===== config.mk =====
export PLATFORM = sky130hd
export DESIGN_NAME = lte_queue
export DESIGN_NICKNAME = d
export VERILOG_FILES = /design/src/lte_pkg.sv /design/src/lte_queue.sv
export SDC_FILE = /design/constraint.sdc
export NUM_CORES = 1
export LEC_CHECK = 0
export CORE_MARGIN = 4
export CORE_UTILIZATION = 55
export DETAILED_ROUTE_END_ITERATION = 8
export DONT_BUFFER_PORTS = 1
export GPL_ROUTABILITY_DRIVEN = 0
export PLACE_DENSITY = 0.67
export SYNTH_ARGS = -nofsm -noshare
export SYNTH_HDL_FRONTEND = slang
export SYNTH_SLANG_ARGS = --single-unit
export TNS_END_PERCENT = 100

===== constraint.sdc =====
create_clock -name clk_i -period 2.65 [get_ports clk_i]
set_input_delay 0.3975 -clock clk_i [delete_from_list [all_inputs] [get_ports clk_i]]
set_output_delay 0.3975 -clock clk_i [all_outputs]
set_load 0.005 [all_outputs]

===== src/lte_pkg.sv =====
// Shared types and constants for the lowercase trie engine.
// No dependencies; the RTL files refer to it by scoped names, the testbench imports it.
package lte_pkg;

  // Node pool and alphabet
  localparam int NODE_COUNT = 1024;
  localparam int ALPHABET   = 26;
  localparam int NODE_W     = $clog2(NODE_COUNT);
  localparam int USED_W     = $clog2(NODE_COUNT + 1);
  localparam int SLOT_COUNT = NODE_COUNT * ALPHABET;
  localparam int SLOT_AW    = $clog2(SLOT_COUNT);
  localparam int CHAR_IDX_W = $clog2(ALPHABET);

  localparam logic [7:0] CHAR_A = 8'h61;
  localparam logic [7:0] CHAR_Z = 8'(CHAR_A + ALPHABET - 1);

  // Command queue between front and back
  localparam int Q_DEPTH = 2;
  localparam int QPTR_W  = $clog2(Q_DEPTH);
  localparam int QCNT_W  = $clog2(Q_DEPTH + 1);

  typedef enum logic [1:0] {
    OP_INSERT = 2'd0,
    OP_SEARCH = 2'd1,
    OP_REMOVE = 2'd2,
    OP_PREFIX = 2'd3
  } op_e;

  typedef enum logic [1:0] {
    ST_OK      = 2'd0,
    ST_FULL    = 2'd1,
    ST_BADCHAR = 2'd2
  } status_e;

  typedef struct packed {
    op_e        op;
    logic [7:0] char_byte;
    logic       no_char;
    logic       last;
  } in_req_t;

  typedef struct packed {
    logic    found;
    status_e status;
  } out_rsp_t;

  // Classified request as it sits in the queue
  typedef struct packed {
    op_e                   op;
    logic                  no_char;
    logic                  last;
    logic                  bad_char;
    logic [CHAR_IDX_W-1:0] char_idx;
  } cmd_t;

  // Status from the back end to the front end
  typedef struct packed {
    logic clearing;
  } back_stat_t;

  // Queue status toward the front end
  typedef struct packed {
    logic full;
  } q_stat_t;

endpackage


===== src/lte_queue.sv =====
// Short FIFO of classified requests between front and back end.
// Depends on lte_pkg.
module lte_queue (
  input  logic              clk_i,
  input  logic              rst_ni,
  input  logic              push_i,
  input  lte_pkg::cmd_t     cmd_i,
  output lte_pkg::q_stat_t  q_stat_o,
  output logic              valid_o,
  output lte_pkg::cmd_t     cmd_o,
  input  logic              pop_i
);

  lte_pkg::cmd_t                    mem_q [lte_pkg::Q_DEPTH];
  logic [lte_pkg::QPTR_W-1:0]       wr_ptr_q, rd_ptr_q;
  logic [lte_pkg::QCNT_W-1:0]       cnt_q;
  logic                             do_pop;

  localparam logic [lte_pkg::QPTR_W-1:0] PtrLast = lte_pkg::QPTR_W'(lte_pkg::Q_DEPTH - 1);

  assign valid_o       = (cnt_q != '0);
  assign q_stat_o.full = (cnt_q == lte_pkg::QCNT_W'(lte_pkg::Q_DEPTH));
  assign cmd_o         = mem_q[rd_ptr_q];
  assign do_pop        = pop_i & valid_o;

  always_ff @(posedge clk_i or negedge rst_ni) begin
    if (!rst_ni) begin
      wr_ptr_q <= '0;
      rd_ptr_q <= '0;
      cnt_q    <= '0;
    end else begin
      if (push_i) begin
        wr_ptr_q <= (wr_ptr_q == PtrLast) ? '0 : wr_ptr_q + 1'b1;
      end
      if (do_pop) begin
        rd_ptr_q <= (rd_ptr_q == PtrLast) ? '0 : rd_ptr_q + 1'b1;
      end
      if (push_i && !do_pop) begin
        cnt_q <= cnt_q + 1'b1;
      end else if (!push_i && do_pop) begin
        cnt_q <= cnt_q - 1'b1;
      end
    end
  end

  always_ff @(posedge clk_i) begin
    if (push_i) begin
      mem_q[wr_ptr_q] <= cmd_i;
    end
  end

endmodule


### After elaboration in Yosys (flattened, before gate mapping)

Memory sizes are Yosys's and may differ from the RTL's.
Cells that the tools add are included.

| word-level totals | value |
|---|---|
| memories | 1 |
| latch bits | 0 |
| memory bits (read-only) | 0 |
| memory bits (writable) | 20 |
| bits of input ports | 14 |
| word-level logic and storage cells | 22 |
| output and inout bits | 12 |
| bits in registers | 4 |

Memory list:

| name | words | bits a word | read ports | clocked after Yosys merged registers in | wr ports | line | source |
|---|---|---|---|---|---|---|---|
| mem_q | 2 | 10 | 1 | 0 | 1 | lte_queue.sv:14 | `lte_pkg::cmd_t mem_q [lte_pkg::Q_DEPTH];` |

| cells by class | value |
|---|---|
| bitwise gates (word level) | 1 |
| mux-type cells | 6 |
| magnitude comparators | 0 |
| $add $sub $neg | 4 |
| reduce and logical (&&, ||, !) cells | 6 |
| shift operators | 0 |
| eq/ne operators | 1 |
| multipliers | 0 |
| divide/modulo/power cells | 0 |

Operators with widths:

| operator | count |
|---|---|
| 2-to-1 mux 1 bit | 4 |
| 2-to-1 mux 2 bit | 2 |
| nonzero test 2 bit | 2 |
| adder 1 bit, second input constant | 2 |
| adder 2 x 1 -> 2 bit, second input constant | 1 |
| == test 2 bit, second input constant | 1 |
| logical AND 1 bit | 2 |
| logical NOT 1 bit | 2 |
| subtractor 2 x 1 -> 2 bit, second input constant | 1 |
| bitwise AND 1 bit | 1 |

### Logic depth before layout (Yosys ltp)

| depth | value |
|---|---|
| depth in word-level cells | 5 |
| depth in mapped cells | 6 |
| mapped depth without buffers | 6 |

### Least setup slack after synthesis

OpenSTA, ideal clock, no wires.

| path | value |
|---|---|
| path type | reg2reg |
| start point | register cnt_q[0] (netlist name) |
| end point | register cnt_q[1] (netlist name) |
| clock period less this slack | 1305 ps |
| required time | 2525 ps |
| library setup time | 125 ps |
| arrival | 1180 ps |
| buffers on the path | 0 |
| stages on the path, launching flop included | 7 |
| slack | 1345 ps |
| cell sequence | dfrtp_1 > or2_4 > nand2_4 > ha_1 > xor2_1 > nor2_1 > xor2_1 |

| between the ends | value |
|---|---|
| word-level cells in the longest chain between the ends | 5 |
| elaborated cells on any way between the ends | 10 |
| those cells by class | add/sub (2); mux (2); bitwise (1); reduce/logical (5) |

RTL lines:

| item | line | source |
|---|---|---|
| from (decl) | lte_queue.sv:16 | `logic [lte_pkg::QCNT_W-1:0] cnt_q;` |
| from (signal assigned) | lte_queue.sv:39 | `cnt_q <= cnt_q + 1'b1;` |
| from (signal assigned) | lte_queue.sv:41 | `cnt_q <= cnt_q - 1'b1;` |
| nonzero test 2 bit (*) | lte_queue.sv:21 | `assign valid_o = (cnt_q != '0);` |
| via valid_o | lte_queue.sv:9 | `output logic valid_o,` |
| bitwise AND 1 bit (*) | lte_queue.sv:24 | `assign do_pop = pop_i & valid_o;` |
| logical NOT 1 bit | lte_queue.sv:38 | `if (push_i && !do_pop) begin` |
| logical AND 1 bit | lte_queue.sv:38 |  |
| 2-to-1 mux 2 bit or nonzero test 2 bit (tied branches) | -- |  |

The timed path passes the listed nets; every way through them passes the cells marked *. The select of a mux whose other input is x is not followed.
A chain may end at the register's enable or synchronous reset.

==> impl_summary.txt <==
----------------------------------------------------
[Finish]
  Utilization after layout ... 64.0%
  Filler cell count ... 113
  Sequential standard cell area ... 701 µm²
  Final nets ... 67
  Fraction of final layout cells sized beyond drive strength 1 ... 33.3%
  N_diodes ... 0
  Footprint of the multi-input gates ... 214 µm²
  Synth-to-layout area growth ... 7.41%

[Floorplanning]
  Core area ... 0.00156 mm²
  Y dimension of the die ... 49.1 µm
  Chip width ... 49.1 µm
  Starting density of the core ... 59.6%
  Row count ... 14
  Count of pins on the block boundary ... 26
  Total die area ... 0.00241 mm²

[Critical path]
  Critical Path Start ... rd_ptr_q
  Worst Path Buf+Inv ... 0
  Flop2flop setup slack ... 1.13 ns
  Family with the most delay on the worst path ... flip-flops
  Category of the worst setup path capture point ... output port
  Crit path arrival time ... 1.36 ns
  Critical path fanouts, max ... 11
  Slowest stage cell on the critical path ... sky130_fd_sc_hd__dfrtp_1
  Kind of start point of the critical path ... register
  Worst-path cell chain ... mux2_2
  Critical register-to-register path startpoint ... wr_ptr_q
  Critical path start-end classification ... register to output port
  Highest cell delay on the worst timing path ... 0.64 ns
  Data required time at the worst endpoint ... 2.25 ns

[Logic synthesis]
  Synth Cell Area ... 928 µm²
  Dominant combinational cell family by area after synthesis ... multiplexers
  Synth warn ... 0
  Xor/xnor share of the synthesized area ... 4.72%
  Count of unique library cells instantiated by Yosys ... 13
  Cells after Synth ... 47
  Most instantiated library cell after synthesis ... sky130_fd_sc_hd__edfxtp_1
  Post-Syn Area per Cell ... 19.8 µm²
  Cell types with the highest counts after synthesis ... sky130_fd_sc_hd__edfxtp_1 (20), sky130_fd_sc_hd__mux2_2 (10), sky130_fd_sc_hd__dfrtp_1 (4), sky130_fd_sc_hd__xor2_1 (3), sky130_fd_sc_hd__xnor2_1 (2)
  Synth top area cells ... sky130_fd_sc_hd__edfxtp_1 (65%), sky130_fd_sc_hd__mux2_2 (12%), sky130_fd_sc_hd__dfrtp_1 (11%)
  Mapped Nets ... 62
  Adder-cell area share of the yosys netlist ... 1.35%
  Library cell with the largest summed area after synthesis ... sky130_fd_sc_hd__edfxtp_1
  Number of enable-type register cells in the synthesized netlist ... 20
  Portion of the post-synthesis area used by sequential elements ... 75.5%
  Ys async rst share ... 16.7%
  #FFs+latches synth ... 24
  Simple-gate share of the synthesized area ... 4.85%
  Post-synthesis compound-gate area fraction ... 0%
  Most frequently used flop master after synthesis ... sky130_fd_sc_hd__edfxtp_1
  Area fraction of the dominant cell type after synthesis ... 64.7%
  Fraction of synthesized area in multiplexers ... 12.1%

[Clocking]
  Post-cts resize count ... 0
  Number of H-tree levels ... 1
  Clock buffer depth ... 2
  CTS sink count ... 24
  Total clock buffers created by CTS ... 3
  TritonCTS clock tree ... yes
  Clock root buffer ... sky130_fd_sc_hd__clkbuf_4
  Post-CTS setup-driven buffer insertion count ... 0
  Clock slew seen by the registers of the worst setup and hold paths ... 0.13 ns
  Clk Latency, worst-skew pair ... 0.31 ns

[Place]
  Number of port buffers ... 0
  Post-DP HPWL ... 945 µm

[Min path]
  Source of the worst hold timing path ... push_i
  Worst Hold Class ... primary input to register

[STA]
  RSZ-0062 raised after global routing ... no
  Count of pins over their slew limit ... 0
  Worst Skew ... 0.00397 ns
  Pin slew with the least headroom to its limit ... 0.911 ns
  Min cycle time layout ... 1.76 ns
  Setup_tns ... 0 ns
  Endpoints failing setup ... 0
  Upper clock frequency limit ... 569 MHz
  Final Hold Violating Endpoints ... 0
  Worst slew margin relative to its limit ... 39.1%
  Fraction of the cycle the final worst path needs ... 66.3%

[Route]
  Number of search-and-repair iterations in the first detailed-routing pass ... 2
  Overall via count from detail_route ... 393
  Antenna violation net count after detailed routing ... 0
  First DRT Iteration DRCs ... 3
  Uppermost layer routed ... met4
  DRC violations left ... 0
  Routed met3 length ... 103 µm
  Met2 Wirelength ... 687 µm
  Per-cell via count in the routed design ... 5.87
  Routed length per instance ... 19.4 µm
  Met1 WL ... 488 µm
  Routed Wire Length ... 1.30 mm

[Power]
  Largest vdd supply drop ... 664 µV
  Pwr/cell area ... 1080 mW/mm²
  Pwr Total ... 1.08 mW
  LEAKAGE ... 0.353 nW

[Global route]
  Pin count of the biggest net entering global routing ... 15
  Number of antenna violations at the first check in global routing ... 0
  Combined global-route utilization of all metal layers ... 11.5%
  GRT Residual Overflow ... 0
  Wire length of the first global-routing pass ... 2.00 mm
  Vias in the first global route ... 415

[Run status]
  Status ... complete, no violations

[Job]
  Max-cap violations ... 0

----------------------------------------------------
-- cell families after synthesis --
group | count (synthesis)
muxes | 10
DFF | 24
adders and majority gates | 1
buffers and inverters | 1
and+or+nand+nor | 6
xor gates and xnor gates | 5
-- worst paths after layout --
check                              end  depth (start not counted)
setup / recovery              cmd_o[4]                          1
hold / removal                wr_ptr_q                          1
setup reg to reg           mem_q[0][1]                          1
hold reg to reg               cnt_q[1]                          1
max in group asynchronous     cnt_q[1]                          1
min in group asynchronous     rd_ptr_q                          1
-- per-stage QoR --
step	instances	worst slack (ns)	cell area, µm²	hold WS, ns
2_1_floorplan	47	1.35	928	0.102
3_3_place_gp	62	1.22	935	0.102
3_5_place_dp	62	1.16	935	0.102
4_1_cts	67	0.872	997	0.160
5_1_grt	67	0.816	997	0.139
6_report	67	0.893	997	0.170
-- sequential cells by signal, summed over array words and instances, names as in the netlist --
signal	cells
cnt_q	2
rd_ptr_q	1
wr_ptr_q	1
mem_q	20
-- cells in the final DEF, fill, tap and decap left out, drive strengths merged --
master        n
and2          1
and2b         1
bufinv        1
clkbuf        3
dfrtp         4
dlygate4sd3   1
edfxtp       20
ha            1
mux2         10
nand2         1
nor2          1
nor2b         1
or2           1
xnor2         2
xor2          3
-- layer usage --
layer / up-vias / global-route usage [%]
met2: 17 / 19.0
met4: 0 / 8.53
met1: 190 / 12.3
met3: 4 / 3.67
li1: 182 / -
met5: - / 0
-- power breakdown --
group,internal (mW),switching [mW]
Sequential,0.512,0.0674
Combinational,0.129,0.113
Clock,0.153,0.104
Total,0.793,0.285
-- area by class of cell --
| cell class | instances | area share [%] |
|---|---|---|
| timing repair buffer | 1 | 1.00 |
| clock buffer | 3 | 2.26 |
| sequential | 24 | 70.3 |
| multi-input combinational | 22 | 21.5 |
| clock inverter | 1 | 3.01 |
| tap | 16 | 2.01 |
-- what timing repair did --
action / CTS / global route
hold buffers: 1 / 0
endpoints found under the setup margin: 0 / 0
endpoints found under the hold margin: 4 / 0
Power figures use the tool's default switching activity.
