## src/lte_pkg.sv

```systemverilog
// Shared types and constants for the lowercase trie engine.
// No dependencies; the RTL files refer to it by scoped names, the testbench imports it.
package lte_pkg;

  // Node pool and alphabet
  localparam int NODE_COUNT = 1024;
  localparam int ALPHABET   = 26;
  localparam int NODE_W     = $clog2(NODE_COUNT);
  localparam int USED_W     = $clog2(NODE_COUNT + 1);
  localparam int SLOT_COUNT = NODE_COUNT * ALPHABET;
  localparam int SLOT_AW    = $clog2(SLOT_COUNT);
  localparam int CHAR_IDX_W = $clog2(ALPHABET);

  localparam logic [7:0] CHAR_A = 8'h61;
  localparam logic [7:0] CHAR_Z = 8'(CHAR_A + ALPHABET - 1);

  // Command queue between front and back
  localparam int Q_DEPTH = 2;
  localparam int QPTR_W  = $clog2(Q_DEPTH);
  localparam int QCNT_W  = $clog2(Q_DEPTH + 1);

  typedef enum logic [1:0] {
    OP_INSERT = 2'd0,
    OP_SEARCH = 2'd1,
    OP_REMOVE = 2'd2,
    OP_PREFIX = 2'd3
  } op_e;

  typedef enum logic [1:0] {
    ST_OK      = 2'd0,
    ST_FULL    = 2'd1,
    ST_BADCHAR = 2'd2
  } status_e;

  typedef struct packed {
    op_e        op;
    logic [7:0] char_byte;
    logic       no_char;
    logic       last;
  } in_req_t;

  typedef struct packed {
    logic    found;
    status_e status;
  } out_rsp_t;

  // Classified request as it sits in the queue
  typedef struct packed {
    op_e                   op;
    logic                  no_char;
    logic                  last;
    logic                  bad_char;
    logic [CHAR_IDX_W-1:0] char_idx;
  } cmd_t;

  // Status from the back end to the front end
  typedef struct packed {
    logic clearing;
  } back_stat_t;

  // Queue status toward the front end
  typedef struct packed {
    logic full;
  } q_stat_t;

endpackage

```

## src/lte_front.sv

```systemverilog
// Front end: accepts requests and classifies the character byte.
// Depends on lte_pkg.
module lte_front (
  input  logic                 in_valid_i,
  output logic                 in_stall_o,
  input  lte_pkg::in_req_t     in_req_i,
  input  lte_pkg::back_stat_t  back_stat_i,
  input  lte_pkg::q_stat_t     q_stat_i,
  output logic                 push_o,
  output lte_pkg::cmd_t        cmd_o
);

  logic [7:0] offset;

  assign offset     = in_req_i.char_byte - lte_pkg::CHAR_A;
  assign in_stall_o = q_stat_i.full | back_stat_i.clearing;
  assign push_o     = in_valid_i & ~in_stall_o;

  always_comb begin
    cmd_o.op       = in_req_i.op;
    cmd_o.no_char  = in_req_i.no_char;
    cmd_o.last     = in_req_i.last;
    cmd_o.bad_char = (in_req_i.char_byte < lte_pkg::CHAR_A) |
                     (in_req_i.char_byte > lte_pkg::CHAR_Z);
    cmd_o.char_idx = offset[lte_pkg::CHAR_IDX_W-1:0];
  end

endmodule

```

## config.mk

```make
export PLATFORM = sky130hd
export DESIGN_NAME = lte_front
export DESIGN_NICKNAME = d
export VERILOG_FILES = /design/src/lte_pkg.sv /design/src/lte_front.sv
export SDC_FILE = /design/constraint.sdc
export NUM_CORES = 1
export LEC_CHECK = 0
export BUFFER_PORTS_ARGS = -buffer_cell sky130_fd_sc_hd__buf_2
export CAP_MARGIN = 20
export CORE_AREA = 2 2 39 41
export DETAILED_ROUTE_END_ITERATION = 8
export DIE_AREA = 0 0 41 43
export GPL_ROUTABILITY_DRIVEN = 0
export PLACE_DENSITY_LB_ADDON = 0.2
export SLEW_MARGIN = 30
export SYNTH_ARGS = -nofsm -noshare
export SYNTH_HDL_FRONTEND = slang
export SYNTH_SLANG_ARGS = --single-unit
```

## constraint.sdc

```tcl
create_clock -name vclk -period 0.8
set_input_delay 0.04 -clock vclk [all_inputs]
set_output_delay 0.04 -clock vclk [all_outputs]
set_load 0.01 [all_outputs]
```

# Word-level counts from Yosys, hierarchy flattened
# Cells that the tools add are included.
[word_totals]
out_inout_bits = 12
elab_cells = 7
romBits = 0
n_memories = 0
ramBits = 0
latchBits = 0
ff_bits = 0
[op_classes]
shifts = 0
addsub = 1
n_reduce_logical = 0
mul = 0
bitwise = 4
magnitude_cmp = 2
mux = 0
n_div = 0
n_eq_ne = 0
[ops]
columns = ["operator", "count"]
rows = [
  ["$gt A8 B7 Y1 const B", 1],
  ["$lt A8 B7 Y1 const B", 1],
  ["$sub A5 B1 Y5 const B", 1],
  ["$or A1 B1 Y1", 2],
  ["$and A1 B1 Y1", 1],
  ["$not A1 Y1", 1],
]

# Logic depth before layout (Yosys ltp)
# Gate-level depths: netlist of run 1.
[depth]
depth_word = 3
mapped_depth = 5
mapped_depth_nobuf = 5

# Least setup slack after synthesis of run 1
# Ideal clock, no wire load.
[synth_timing]
kind = "input to output"
startpoint = "input in_req_i[2] in the netlist's numbering"
endpoint = "output cmd_o[5] in the netlist's numbering"
path_buffers = 0
path_slack_ns = 0.087
stages = 4
arrival_time_ns = 0.673
cell_sequence = "inv_1 > ha_1 > nand2_1 > o211ai_1"
[synth_rtl]
columns = ["element", "line_no", "rtl"]
rows = [
  ["from (decl)", "lte_front.sv:6", "input lte_pkg::in_req_t in_req_i,"],
  ["to (decl)", "lte_front.sv:10", "output lte_pkg::cmd_t cmd_o"],
]

==> qor_table.md, run 1 <==
| Metric | Reported |
| --- | --- |
| Vias | 193 |
| Average wire length per cell after detail routing | 7.45 um |
| Placed instance area | 245 um^2 |
| Fraction of the yosys area taken by sequential cells | 0% |
| Synthesis-to-finish area growth | 88.5% |
| Stage delay of the slowest cell on the critical path | 180 ps |
| Worst voltage drop across the vdd grid | 0.204 mV |
| Number of warnings printed during yosys synthesis | 0 |
| DRT antenna net count | 0 |
| Time the worst path needs with I/O delays and setup | 802 ps |
| PD cells | 482 nW/um^2 |
| Post-route DRC violation count | 0 |
| Area of the multi-input gates | 125 um^2 |
| Cell type contributing the most total cell area after synthesis | sky130_fd_sc_hd__buf_4 |
| Internal cell power | 0.0725 mW |
| Number of nets produced by synthesis | 40 |
| Area of all sequential standard cells | 0 um^2 |
| Cell type of the slowest stage on the worst timing path | sky130_fd_sc_hd__ha_2 |
| Maximum clock rate | 1250 MHz |
| Number of failing hold endpoints at the final stage | 0 |
| GR Overflow Total | 0 |
| Final sequential cell count | 0 |
| Cell count after synthesis | 23 |
| Number of distinct standard cells referenced by the synthesized netlist | 11 |
| Main area contributors after synthesis | sky130_fd_sc_hd__buf_4 20%, sky130_fd_sc_hd__ha_1 16%, sky130_fd_sc_hd__xor2_1 11% |
| Final critical-path share of the clock period | 100% |
| List of cells traversed by the critical path | buf_4 > inv_1 > ha_2 > nand2_2 > o211ai_1 > buf_2 |
| Required time of the worst setup path | 760 ps |
| Post-DP HPWL | 362 um |
| Pin count of the biggest net entering global routing | 5 |
| Worst setup path category | in2out |
| Final Max Slew Viols | 0 |
| Max Cap Violations | 0 |
| Share of total power in the clock network | 0% |
| Global routing usage summed across all routing layers | 4.50% |
| Synth top cells by count | 4 x sky130_fd_sc_hd__buf_4, 4 x sky130_fd_sc_hd__inv_1, 3 x sky130_fd_sc_hd__nor2_1 |
| Ports | 27 |
| Final hold slack | 80.0 ps |
| Leak Pwr | 0.153 nW |
| Setup repair after global routing missed its margin | true |
| Drt first pass iters | 1 |
| Post-layout worst setup margin | -2.07 ps |
| Width of the chip | 41 um |
| Via count of the first global-routing pass | 156 |
| Vert. Die Dim | 43 um |
| Worst setup path startpoint | in_req_i[3] |
| Critical path endpoint | cmd_o[5] |
| Total number of nets in the final design | 59 |
| Number of clock buffer instances in the layout | 0 |
| Share of post-route cells with drive strength above 1 | 67.5% |
| Post-Syn Area | 153 um^2 |
| Setup-failing EPs final | 1 |
| Launch instance of the worst min-delay path | in_req_i[0] |
| Worst Tran Pin Value | 160 ps |
| Worst path arrival time | 760 ps |
| Critical Path Source Type | primary input |
| Avg Inst Size Synth | 6.64 um^2 |
| Initial antenna violation count | 0 |
| Wire length of the first global-routing pass | 586 um |
| Net switching power | 0.0663 mW |
| Flop pwr share | 0% |
| Setup TNS | -2.07 ps |
| Wire length after detailed routing | 417 um |
| Core area | 1380 um^2 |
| Drt via density | 3.45 |
| Failing checks | negative setup slack |
| Worst setup EP type | output port |
| Utilization after layout | 20.8% |
| Gate power share | 100.0% |
| Maximum fanout along the worst path | 4 |
| Net switching share of the total power | 47.8% |
| Area enclosed by the die boundary | 1760 um^2 |
| Fill cells | 160 |
| Total of buffers placed on input and output ports | 19 |
| Initial Utilization | 11.0% |
| Number of DRC violations after detailed-routing iteration 0 | 0 |
| Synth top area share | 19.7% |
| Setup slack after placement | -90.5 ps |
| Antenna Cells | 0 |
| Type of the most critical hold path | in2out |
| Post-Layout Inst Area | 288 um^2 |
| Result of the run | finished with violations |
| Floorplan row count | 14 |
| Max-slew headroom at the worst pin | 89.3% |
## worst min path at each step
stage,slack (ps),depth (start not counted),to
global placement,80,0,cmd_o[7]
detailed placement,80,0,cmd_o[7]
floorplan,140,1,cmd_o[0]
finish,80,0,cmd_o[6]
global route,80,0,cmd_o[6]
CTS,80,0,cmd_o[7]
## metrics by stage
step	std cells	power, mW
CTS	55	0.133
global route	56	0.154
floorplan	23	0.0720
detailed placement	55	0.120
global placement	55	0.120
finish	56	0.139
## per-layer routing
layer  track usage, %  routed length, um  vias to the layer above
met5                0                  0                        -
met4            0.667                  0                        0
met3             1.57                100                        0
met2             6.88                128                       19
met1             6.01                188                       72
li1                 -                  -                      102
## power groups by stage
stage                     sequential (mW)  clock, mW  combinational [mW]
after floorplan                         0          0              0.0720
after global placement                  0          0               0.120
after detailed placement                0          0               0.120
after CTS                               0          0               0.133
after global routing                    0          0               0.154
final                                   0          0               0.139
## final cells by class
type,count,share of cell area (%)
timing repair buffer,21,42.6
inverter,4,6.96
multi-input combinational,15,43.5
tap,16,6.96
## worst max-delay path, delay by kind of cell
| kind | cells | cell delay [ps] |
|---|---|---|
| AO/OA/AOI/OAI | 1 | 140 |
| AND/OR/NAND/NOR | 1 | 60 |
| adder cells (fa/ha/maj) | 1 | 180 |
| buffers and inverters | 3 | 330 |
## logic make-up (layout without fill, tap and decap cells)
kind of cell	count (synthesis)	count (layout)	synth area share (%)
AO/OA/AOI/OAI	2	2	9.83
XOR/XNOR	3	3	17.2
adder cells (fa/ha/maj)	2	2	16.4
buffers and inverters	8	25	29.5
AND/OR/NAND/NOR	8	8	27.1
## repair_timing
action | in CTS | in global routing
pin swaps | 3 | 2
setup endpoints to repair | 2 | 2
buffers inserted | 0 | 1
hold buffers | 0 | 0
resized for setup | 8 | 2
## cell usage in the layout (no fill, tap or decap)
master / synthesis / final
sky130_fd_sc_hd__xnor2_1: 1 / 1
sky130_fd_sc_hd__nor2b_1: 1 / 1
sky130_fd_sc_hd__buf_2: 0 / 17
sky130_fd_sc_hd__nor2_1: 3 / 3
sky130_fd_sc_hd__ha_2: 0 / 1
sky130_fd_sc_hd__nor3_2: 1 / 1
sky130_fd_sc_hd__o211ai_1: 2 / 2
sky130_fd_sc_hd__buf_4: 4 / 3
sky130_fd_sc_hd__or2_2: 1 / 1
sky130_fd_sc_hd__nand2_1: 2 / 1
sky130_fd_sc_hd__xor2_1: 2 / 2
sky130_fd_sc_hd__buf_8: 0 / 1
sky130_fd_sc_hd__inv_6: 0 / 1
sky130_fd_sc_hd__ha_4: 0 / 1
sky130_fd_sc_hd__inv_1: 4 / 3
sky130_fd_sc_hd__nand2_2: 0 / 1
No activity file was read; power rests on OpenSTA's default activity.
==> run 2, diff against run 1 <==
Settings changed: BUFFER_PORTS_ARGS -buffer_cell sky130_fd_sc_hd__buf_2 to -buffer_cell sky130_fd_sc_hd__clkbuf_2, GPL_ROUTABILITY_DRIVEN 0 to 1.
==> run 2 against run 1 <==
Net effect: die area unchanged; the flow now finishes without violations; non-clock buffer count up 1; first-iteration DRC count unchanged; maximum frequency up 2.0%.
==> qor_table.md, run 2 (synthesis gave the netlist of run 1 again) <==
| Metric | Reported |
| --- | --- |
| Type of the most critical hold path | in2out |
| Post-DP HPWL | 369 um |
| Core area | 1380 um^2 |
| Cell type of the slowest stage on the worst timing path | sky130_fd_sc_hd__o211ai_1 |
| Top library cells by usage in the layout, fill and taps aside | 15 x sky130_fd_sc_hd__clkbuf_2, 3 x sky130_fd_sc_hd__nor2_1, 3 x sky130_fd_sc_hd__buf_4 |
| Area of all sequential standard cells | 0 um^2 |
| Final Max Slew Viols | 0 |
| Worst setup path category | in2out |
| Worst Tran Pin Value | 150 ps |
| Cells on Worst Hold Path | 0 |
| Result of the run | finished clean |
| Width of the chip | 41 um |
| DRT antenna net count | 0 |
| Ports | 27 |
| Met1 wire length | 168 um |
| Max Cap Violations | 0 |
| Setup repair after global routing missed its margin | true |
| Wire length of the first global-routing pass | 634 um |
| Most common cell after layout, fill and taps aside | sky130_fd_sc_hd__clkbuf_2 |
| Required time of the worst setup path | 760 ps |
| Final weighted congestion in routability-driven placement | 0.603 |
| Final sequential cell count | 0 |
| Launch instance of the worst min-delay path | in_req_i[0] |
| Critical Path Source Type | primary input |
| Setup-failing EPs final | 0 |
| Drt first pass iters | 1 |
| Time the worst path needs with I/O delays and setup | 786 ps |
| Max-slew headroom at the worst pin | 90.0% |
| Initial antenna violation count | 0 |
| Area enclosed by the die boundary | 1760 um^2 |
| Hold-critical path endpoint | cmd_o[6] |
| Total met3 wirelength after detailed routing | 108 um |
| Post-layout worst setup margin | 13.8 ps |
| Vias | 196 |
| Top layer reached by signal wires | met3 |
| Utilization after layout | 22.9% |
| Antenna Cells | 0 |
| Maximum fanout along the worst path | 3 |
| Initial Utilization | 11.0% |
| Post-CTS Hold Buffers | 0 |
| Global routing usage summed across all routing layers | 4.80% |
| Leak Pwr | 0.166 nW |
| Setup TNS | 0 ps |
| Total number of nets in the final design | 60 |
| Most Frequent Cell on Critical Path | sky130_fd_sc_hd__o211ai_1 |
| Worst path arrival time | 750 ps |
| Post-route DRC violation count | 0 |
| Met2 wire len | 141 um |
| Wire length after detailed routing | 418 um |
| Setup slack after placement | -79.3 ps |
| Share of post-route cells with drive strength above 1 | 73.2% |
| Number of DRC violations after detailed-routing iteration 0 | 0 |
| Placed instance area | 253 um^2 |
| Final critical-path share of the clock period | 98.3% |
| Total of buffers placed on input and output ports | 19 |
| Worst setup EP type | output port |
| Maximum clock rate | 1270 MHz |
| Via count of the first global-routing pass | 164 |
| Average wire length per cell after detail routing | 7.33 um |
| Worst voltage drop across the vdd grid | 0.185 mV |
| GR Overflow Total | 0 |
| PD cells | 485 nW/um^2 |
| Number of failing hold endpoints at the final stage | 0 |
| Post-Layout Inst Area | 317 um^2 |
| Stage delay of the slowest cell on the critical path | 150 ps |
| Number of clock buffer instances in the layout | 0 |
| List of cells traversed by the critical path | buf_8 > inv_8 > ha_4 > nor2b_2 > o211ai_1 > o211ai_1 > buf_2 |
| Synthesis-to-finish area growth | 107% |
| Final hold slack | 80.0 ps |
| Drt via density | 3.44 |
| Pin count of the biggest net entering global routing | 5 |
| Vert. Die Dim | 43 um |
| Floorplan row count | 14 |
run 2: worst max-delay path by stage:
stage | from | endpoint
global placement | in_req_i[2] | cmd_o[5]
detailed placement | in_req_i[2] | cmd_o[5]
CTS | in_req_i[2] | cmd_o[5]
floorplan | in_req_i[2] | cmd_o[5]
finish | in_req_i[2] | cmd_o[5]
global route | in_req_i[2] | cmd_o[5]
run 2: timing repair:
action                                 CTS  global route
gates resized for setup                  6            12
setup buffers                            1             0
endpoints found under the hold margin    0             0
pin swaps                                4             3
setup endpoints to repair                2             4
run 2: report_power, final:
group	leakage [nW]	internal [mW]	switching, mW
Clock	0	0	0
Combinational	0.166	0.0829	0.0705
Sequential	0	0	0
Total	0.166	0.0829	0.0705
run 2: routing by layer:
metal / up-vias / GRT usage, %
li1: 104 / -
met1: 73 / 7.59
met2: 19 / 5.94
met3: 0 / 2.09
met4: 0 / 0.667
met5: - / 0
run 2: worst max-delay path: cells and delay by family:
kind | cells | cell delay [ps]
fa+ha+maj | 1 | 120
buf+inv | 3 | 300
simple gates | 1 | 30
compound gates | 2 | 250
run 2: area by class of cell:
type	count	area, um^2
Fill cell	147	1070
Multi-Input combinational cell	15	138
Timing Repair Buffer	22	136
Inverter	4	22.5
Tap cell	16	20.0
run 2: metrics by stage:
stage,total power [mW],cells
global placement,0.124,56
finish,0.153,57
floorplan,0.0720,23
detailed placement,0.123,56
CTS,0.137,57
global route,0.171,57
